### config.mk
export PLATFORM = sky130hd
export DESIGN_NAME = client_pool_grant_with_wait_queue_top
export DESIGN_NICKNAME = d
export VERILOG_FILES = /design/src/hdl/cpg_pkg.sv /design/src/hdl/cpg_regs.sv /design/src/hdl/cpg_queue.sv /design/src/hdl/client_pool_grant_with_wait_queue_top.sv
export SDC_FILE = /design/constraint.sdc
export NUM_CORES = 1
export LEC_CHECK = 0
export BUFFER_PORTS_ARGS = -buffer_cell sky130_fd_sc_hd__buf_2
export CAP_MARGIN = 10
export CORE_UTILIZATION = 24
export CTS_BUF_LIST = sky130_fd_sc_hd__clkbuf_8 sky130_fd_sc_hd__clkbuf_16
export DETAILED_ROUTE_END_ITERATION = 16
export HOLD_SLACK_MARGIN = 0.02
export PLACE_DENSITY_LB_ADDON = 0.08
export SLEW_MARGIN = 30
export SYNTH_ARGS = -nofsm -noshare
export SYNTH_HDL_FRONTEND = slang
export SYNTH_HIERARCHICAL = 1
export SYNTH_SLANG_ARGS = --single-unit
### constraint.sdc
create_clock -name clk -period 10.05 [get_ports clk]
set_input_delay 2.01 -clock clk [delete_from_list [all_inputs] [get_ports clk]]
set_output_delay 2.01 -clock clk [all_outputs]
set_load 0.1 [all_outputs]
### src/hdl/cpg_pkg.sv
// Shared types and constants for the client pool grant block.
package cpg_pkg;

	localparam int TAG_W      = 8;
	localparam int CLIENT_W   = 3;
	localparam int MASK_W     = 8;
	localparam int MAXW_W     = 5;
	localparam int NUM_CLIENTS = 8;
	localparam int PADDR_W    = 3;
	localparam int PDATA_W    = 32;

	localparam logic [MAXW_W-1:0] MAXW_RESET = MAXW_W'(16);

	typedef enum logic {
		OP_REQUEST = 1'b0,
		OP_RELEASE = 1'b1
	} op_t;

	typedef enum logic [2:0] {
		OC_GRANTED  = 3'd0,
		OC_QUEUED   = 3'd1,
		OC_REJECTED = 3'd2,
		OC_HANDED   = 3'd3,
		OC_IDLE     = 3'd4
	} outcome_t;

	typedef enum logic {
		REG_MAX_WAITING = 1'b0
	} reg_idx_t;

	typedef struct packed {
		logic             push;
		logic             pop;
		logic [TAG_W-1:0] tag;
	} queue_cmd_t;

endpackage

### src/hdl/cpg_regs.sv
// APB configuration register holding the wait queue limit.
module cpg_regs (
	input  logic                          clk,
	input  logic                          arst_n,
	input  logic                          psel,
	input  logic                          penable,
	input  logic                          pwrite,
	input  logic [cpg_pkg::PADDR_W-1:0]   paddr,
	input  logic [cpg_pkg::PDATA_W-1:0]   pwdata,
	output logic [cpg_pkg::PDATA_W-1:0]   prdata,
	output logic                          pready,
	output logic [cpg_pkg::MAXW_W-1:0]    max_waiting
);
	import cpg_pkg::*;

	logic [MAXW_W-1:0] max_waiting_q;
	logic              wr_en;
	reg_idx_t          reg_idx;

	assign reg_idx = reg_idx_t'(paddr[PADDR_W-1]);
	assign wr_en   = psel && penable && pwrite && (reg_idx == REG_MAX_WAITING);
	assign pready  = 1'b1;

	always_ff @(posedge clk or negedge arst_n) begin
		if (!arst_n) begin
			max_waiting_q <= MAXW_RESET;
		end else if (wr_en) begin
			max_waiting_q <= pwdata[MAXW_W-1:0];
		end
	end

	always_comb begin
		prdata = '0;
		unique case (reg_idx)
			REG_MAX_WAITING: prdata = PDATA_W'(max_waiting_q);
			default:         prdata = '0;
		endcase
	end

	assign max_waiting = max_waiting_q;

endmodule

### src/hdl/cpg_queue.sv
// Circular wait queue of requester tags with a registered head read.
module cpg_queue #(
	parameter int QUEUE_DEPTH = 16,
	parameter int CNT_W       = $clog2(QUEUE_DEPTH + 1)
) (
	input  logic                      clk,
	input  logic                      arst_n,
	input  cpg_pkg::queue_cmd_t       cmd,
	output logic [CNT_W-1:0]          count,
	output logic [cpg_pkg::TAG_W-1:0] head_tag
);
	import cpg_pkg::*;

	localparam int PW = (QUEUE_DEPTH > 1) ? $clog2(QUEUE_DEPTH) : 1;
	localparam logic [PW-1:0] LAST = PW'(QUEUE_DEPTH - 1);

	logic [TAG_W-1:0] mem [QUEUE_DEPTH];
	logic [PW-1:0]    head_q, tail_q, head_nxt, tail_nxt;
	logic [CNT_W-1:0] count_q;
	logic [TAG_W-1:0] head_tag_q;

	always_comb begin
		head_nxt = head_q;
		tail_nxt = tail_q;
		if (cmd.pop) begin
			head_nxt = (head_q == LAST) ? '0 : head_q + PW'(1);
		end
		if (cmd.push) begin
			tail_nxt = (tail_q == LAST) ? '0 : tail_q + PW'(1);
		end
	end

	always_ff @(posedge clk or negedge arst_n) begin
		if (!arst_n) begin
			head_q  <= '0;
			tail_q  <= '0;
			count_q <= '0;
		end else begin
			head_q <= head_nxt;
			tail_q <= tail_nxt;
			if (cmd.push && !cmd.pop) begin
				count_q <= count_q + CNT_W'(1);
			end else if (cmd.pop && !cmd.push) begin
				count_q <= count_q - CNT_W'(1);
			end
		end
	end

	always_ff @(posedge clk) begin
		if (cmd.push) begin
			mem[tail_q] <= cmd.tag;
		end
		if (cmd.push && (tail_q == head_nxt)) begin
			head_tag_q <= cmd.tag;
		end else begin
			head_tag_q <= mem[head_nxt];
		end
	end

	assign count    = count_q;
	assign head_tag = head_tag_q;

endmodule

### src/hdl/client_pool_grant_with_wait_queue_top.sv
// Client pool grant block with a FIFO wait queue: top level.
// One request per cycle: an accepted request is held in an input register and its result
// is then registered in the result register, and the sustained rate is one request per
// clock while out_ready stays high. The decision is a combinational priority encode over
// the ready vector plus one push or pop of the wait queue, whose head entry is kept in a
// register read from the queue memory ahead of time. in_ready is high whenever the input
// register is empty or moves forward; a stalled result holds the input register, and
// in_ready then drops. max_waiting sits at byte address 0 of the APB port and resets to
// 16; it must only be written while no request is in flight.
module client_pool_grant_with_wait_queue_top #(
	parameter int QUEUE_DEPTH = 16
) (
	input  logic                             clk,
	input  logic                             arst_n,
	input  logic                             psel,
	input  logic                             penable,
	input  logic                             pwrite,
	input  logic [cpg_pkg::PADDR_W-1:0]      paddr,
	input  logic [cpg_pkg::PDATA_W-1:0]      pwdata,
	output logic [cpg_pkg::PDATA_W-1:0]      prdata,
	output logic                             pready,
	input  logic                             in_valid,
	output logic                             in_ready,
	input  logic                             op,
	input  logic [cpg_pkg::TAG_W-1:0]        request_tag,
	input  logic [cpg_pkg::MASK_W-1:0]       ready_mask,
	input  logic [cpg_pkg::CLIENT_W-1:0]     released_client,
	output logic                             out_valid,
	input  logic                             out_ready,
	output logic [2:0]                       outcome,
	output logic [cpg_pkg::CLIENT_W-1:0]     granted_client,
	output logic [cpg_pkg::TAG_W-1:0]        granted_tag
);
	import cpg_pkg::*;

	localparam int CNT_W = $clog2(QUEUE_DEPTH + 1);
	localparam int CMP_W = (CNT_W > MAXW_W) ? CNT_W : MAXW_W;
	localparam logic [CMP_W-1:0] DEPTH_CMP = CMP_W'(QUEUE_DEPTH);
	localparam int USED = (NUM_CLIENTS < MASK_W) ? NUM_CLIENTS : MASK_W;

	logic [MAXW_W-1:0]   max_waiting;
	queue_cmd_t          qcmd;
	logic [CNT_W-1:0]    q_count;
	logic [TAG_W-1:0]    q_head_tag;

	logic                valid_s1;
	op_t                 op_s1;
	logic [TAG_W-1:0]    tag_s1;
	logic [MASK_W-1:0]   mask_s1;
	logic [CLIENT_W-1:0] rel_s1;

	logic                out_valid_q;
	outcome_t            outcome_q;
	logic [CLIENT_W-1:0] client_q;
	logic [TAG_W-1:0]    gtag_q;

	logic                advance;
	logic                full;
	logic                found;
	logic [CLIENT_W-1:0] pick;
	outcome_t            oc_d;
	logic [CLIENT_W-1:0] client_d;
	logic [TAG_W-1:0]    gtag_d;

	cpg_regs u_regs (
		.clk         (clk),
		.arst_n      (arst_n),
		.psel        (psel),
		.penable     (penable),
		.pwrite      (pwrite),
		.paddr       (paddr),
		.pwdata      (pwdata),
		.prdata      (prdata),
		.pready      (pready),
		.max_waiting (max_waiting)
	);

	cpg_queue #(
		.QUEUE_DEPTH (QUEUE_DEPTH),
		.CNT_W       (CNT_W)
	) u_queue (
		.clk      (clk),
		.arst_n   (arst_n),
		.cmd      (qcmd),
		.count    (q_count),
		.head_tag (q_head_tag)
	);

	assign advance  = valid_s1 && (!out_valid_q || out_ready);
	assign in_ready = !valid_s1 || advance;

	// capture request
	always_ff @(posedge clk or negedge arst_n) begin
		if (!arst_n) begin
			valid_s1 <= 1'b0;
		end else if (in_ready) begin
			valid_s1 <= in_valid;
		end
	end

	always_ff @(posedge clk) begin
		if (in_valid && in_ready) begin
			op_s1   <= op_t'(op);
			tag_s1  <= request_tag;
			mask_s1 <= ready_mask;
			rel_s1  <= released_client;
		end
	end

	// lowest ready client
	always_comb begin
		found = 1'b0;
		pick  = '0;
		for (int i = USED - 1; i >= 0; i--) begin
			if (mask_s1[i]) begin
				found = 1'b1;
				pick  = CLIENT_W'(i);
			end
		end
	end

	assign full = (CMP_W'(q_count) >= CMP_W'(max_waiting)) || (CMP_W'(q_count) >= DEPTH_CMP);

	always_comb begin
		oc_d      = OC_IDLE;
		client_d  = '0;
		gtag_d    = '0;
		qcmd.push = 1'b0;
		qcmd.pop  = 1'b0;
		qcmd.tag  = tag_s1;
		unique case (op_s1)
			OP_REQUEST: begin
				if (full) begin
					oc_d = OC_REJECTED;
				end else if (found) begin
					oc_d     = OC_GRANTED;
					client_d = pick;
					gtag_d   = tag_s1;
				end else begin
					oc_d      = OC_QUEUED;
					qcmd.push = advance;
				end
			end
			OP_RELEASE: begin
				if (q_count == '0) begin
					oc_d = OC_IDLE;
				end else begin
					oc_d     = OC_HANDED;
					client_d = rel_s1;
					gtag_d   = q_head_tag;
					qcmd.pop = advance;
				end
			end
			default: oc_d = OC_IDLE;
		endcase
	end

	// result register
	always_ff @(posedge clk or negedge arst_n) begin
		if (!arst_n) begin
			out_valid_q <= 1'b0;
		end else if (advance) begin
			out_valid_q <= 1'b1;
		end else if (out_ready) begin
			out_valid_q <= 1'b0;
		end
	end

	always_ff @(posedge clk) begin
		if (advance) begin
			outcome_q <= oc_d;
			client_q  <= client_d;
			gtag_q    <= gtag_d;
		end
	end

	assign out_valid      = out_valid_q;
	assign outcome        = outcome_q;
	assign granted_client = client_q;
	assign granted_tag    = gtag_q;

endmodule

==> out/metrics.cfg <==
[logic_synthesis]
synth-xor-area-share_pct = 0.561
synth_top_family_by_area = multiplexers
synthSimpleGateAreaFrac_pct = 5.88
synth-edff-count = 162
synth_compound_area_share_pct = 5.58
ys_ff_latch = 186
syn_area_sq_mm = 0.00781
avgSynthCellArea_sq_um = 17.4
ys_warn_count = 6
synth.distinct_cells = 50
synthAdderAreaFrac_pct = 2.50
synthMuxAreaShare_pct = 10.8
yosysSeqAreaShare_pct = 69.8
async_reset_ff_share_pct = 10.8
synth_top_flop_cell = edfxtp_1
synth_cells = 448

[sta]
worst_pin_slew_ns = 0.983
tns_ns = 0
drv_slew = 0
finalCritPeriodShare_pct = 47.6
max_freq_mhz = 209
rsz0062_at_grt = no
setup_viol = 0
relSlewSlack_pct = 34.1
min_period_ns = 4.79
finalHoldViolations = 0
clock_skew_ns = 0.00962

[drt]
wl_per_cell_microns = 18.1
drt_iter0_markers = 238
detail-route-antenna-nets = 0
via_count = 3934
vias_per_cell = 4.13
drt-total-wl_microns = 17200
drc = 0
first_pass_iters = 5

[finish]
area_delta_synth_final_pct = 15.6
most-common-layout-cells = 162 x edfxtp_1, 53 x buf_2, 28 x conb_1
n_fill_cell = 3167
drive_gt1_share_pct = 26.5
layout_commonest_cell = edfxtp_1
antennaDiodeCount = 0
finalInstanceArea_sq_mm = 0.00903
fin_nets = 581

[critical_path]
r2r_slack_ns = 6.07
start_kind = input port
crit_required_ns = 8.04
rr_startpoint = u_regs/max_waiting[4]
criticalPathCategory = input port to primary output
worstPathArrival_ns = 2.78
reg2reg_depth = 13
end_kind = primary output
r2r-end = u_queue/count[4]
crit_fanout = 6

[global_routing]
grt_overflow = 0
grt_pass1_vias = 4194
grt_max_degree = 33
antenna_found_initial = 0
grt_first_pass_wirelength_microns = 26200
grt_use_total_pct = 11.0

[place]
detailedPlacementHpwl_microns = 11300
place_congestion = 0.682
dpl_cell_area_sq_mm = 0.00844
portBuffers = 53

[floorplanning]
die_w_microns = 182
ios = 111
dieArea_sq_mm = 0.0333
start_util_pct = 24.5
coreArea_sq_mm = 0.0318
die_height_microns = 182
rows = 65

[cts]
numCtsBuffers = 17
clk_latency_ns = 0.43
cts.sinks = 186
clkTransAtPathRegs_ns = 0.07
cts_resized = 0
clock_path_buffers = 2
cts_setup_buffers = 0
cts_root_buf = clkbuf_16
cts_tree = yes
h-tree-depth = 4
cts.hold.buffers_added = 0

[hold_path]
whs_path_depth = 1
hp-start = valid_s1
holdPathEnd = out_valid
holdCritPathClass = flip-flop to flip-flop

[power_and_ir_drop]
p_per_area_mw_per_mm2 = 253
peakVddDrop_mv = 0.121
p_leak_nw = 3.14

[run_status]
outcome = finished, final reports clean

[job]
cap_violations = 0

==> per-layer routing <==
layer / vias to the layer above / track usage (%) / wire (microns)
met2: 77 / 18.3 / 8600
li1: 1801 / - / -
met1: 2044 / 14.2 / 7970
met3: 12 / 2.67 / 501
met5: - / 0 / 0
met4: 0 / 2.92 / 150
==> worst max-delay path, stage by stage <==
cell and delay (ns):
buf_2 0.14, and2b_2 0.21, buf_2 0.42
==> how the worst max path moves through the flow <==
| stage | startpoint | endpoint | slack, ns |
|---|---|---|---|
| 2_1_floorplan | out_ready | in_ready | 5.21 |
| 3_3_place_gp | out_ready | u_queue/count[4] | 5.24 |
| 3_5_place_dp | out_ready | u_queue/count[4] | 5.22 |
| 4_1_cts | paddr[2] | prdata[0] | 5.25 |
| 5_1_grt | paddr[2] | prdata[3] | 5.23 |
| 6_report | paddr[2] | prdata[0] | 5.26 |
==> power breakdown <==
part / total, mW / switching, mW / internal, mW
Clock: 0.670 / 0.318 / 0.351
Combinational: 0.631 / 0.406 / 0.224
Sequential: 0.985 / 0.0807 / 0.905
Total: 2.29 / 0.806 / 1.48
==> per-stage QoR <==
| step | util, % | power [mW] | cells | hold WS, ns | worst slack [ns] |
|---|---|---|---|---|---|
| after floorplan | - | 1.51 | 474 | 0.457 | 5.21 |
| after global placement | 26.5 | 1.65 | 920 | 0.474 | 5.24 |
| after detailed placement | 26.5 | 1.65 | 920 | 0.497 | 5.22 |
| after CTS | 28.4 | 2.33 | 952 | 0.511 | 5.25 |
| after global routing | 28.4 | 2.41 | 952 | 0.529 | 5.23 |
| final | 28.4 | 2.29 | 952 | 0.510 | 5.26 |
==> area by class of cell <==
type / count / area [sq um] / share of cell area, %
clock buffers: 17 / 425 / 4.71
clock inverters: 15 / 154 / 1.71
inverters: 15 / 56.3 / 0.624
multi-input cells: 230 / 2120 / 23.5
flip-flops and latches: 186 / 5450 / 60.4
well taps: 435 / 544 / 6.03
repair buffers: 54 / 273 / 3.02
==> registers in the layout, indices dropped and copies added (netlist names), named ones only <==
register,count
op_s1,1
u_queue/mem,128
u_queue/count,5
mask_s1,8
outcome,3
out_valid,1
granted_client,3
valid_s1,1
u_queue/head_q,4
u_queue/tail_q,4
u_regs/max_waiting,5
granted_tag,8
tag_s1,8
rel_s1,3
==> cell families after synthesis <==
kind of cell,after synthesis
compound gates,59
xor+xnor,5
fa+ha+maj,15
buf+inv,58
flops,186
mux,38
other cells,2
simple gates,85
==> synth_stat cells, types with 3 or more instances <==
| master | n | share of area, % |
|---|---|---|
| a21oi_1 | 6 | 0.38 |
| mux4_2 | 18 | 5.2 |
| nand2_1 | 24 | 1.2 |
| mux4_1 | 14 | 4.7 |
| and2b_2 | 5 | 0.56 |
| buf_6 | 4 | 0.58 |
| dfrtp_1 | 19 | 6.1 |
| mux2_2 | 6 | 0.87 |
| and2_1 | 5 | 0.40 |
| nand2b_1 | 7 | 0.56 |
| xnor2_1 | 3 | 0.34 |
| buf_4 | 29 | 2.8 |
| nor2b_1 | 5 | 0.40 |
| a22o_1 | 11 | 1.2 |
| a21o_1 | 3 | 0.29 |
| inv_1 | 15 | 0.72 |
| clkdlybuf4s25_2 | 3 | 0.38 |
| o21ai_0 | 13 | 0.83 |
| ha_1 | 14 | 2.2 |
| clkbuf_1 | 4 | 0.19 |
| a22oi_1 | 16 | 1.5 |
| dfxtp_1 | 4 | 1.0 |
| nor2_1 | 19 | 0.91 |
| nor3_1 | 5 | 0.32 |
| edfxtp_1 | 162 | 62 |
| nand3_1 | 4 | 0.26 |
No activity file was read; power rests on OpenSTA's default activity.
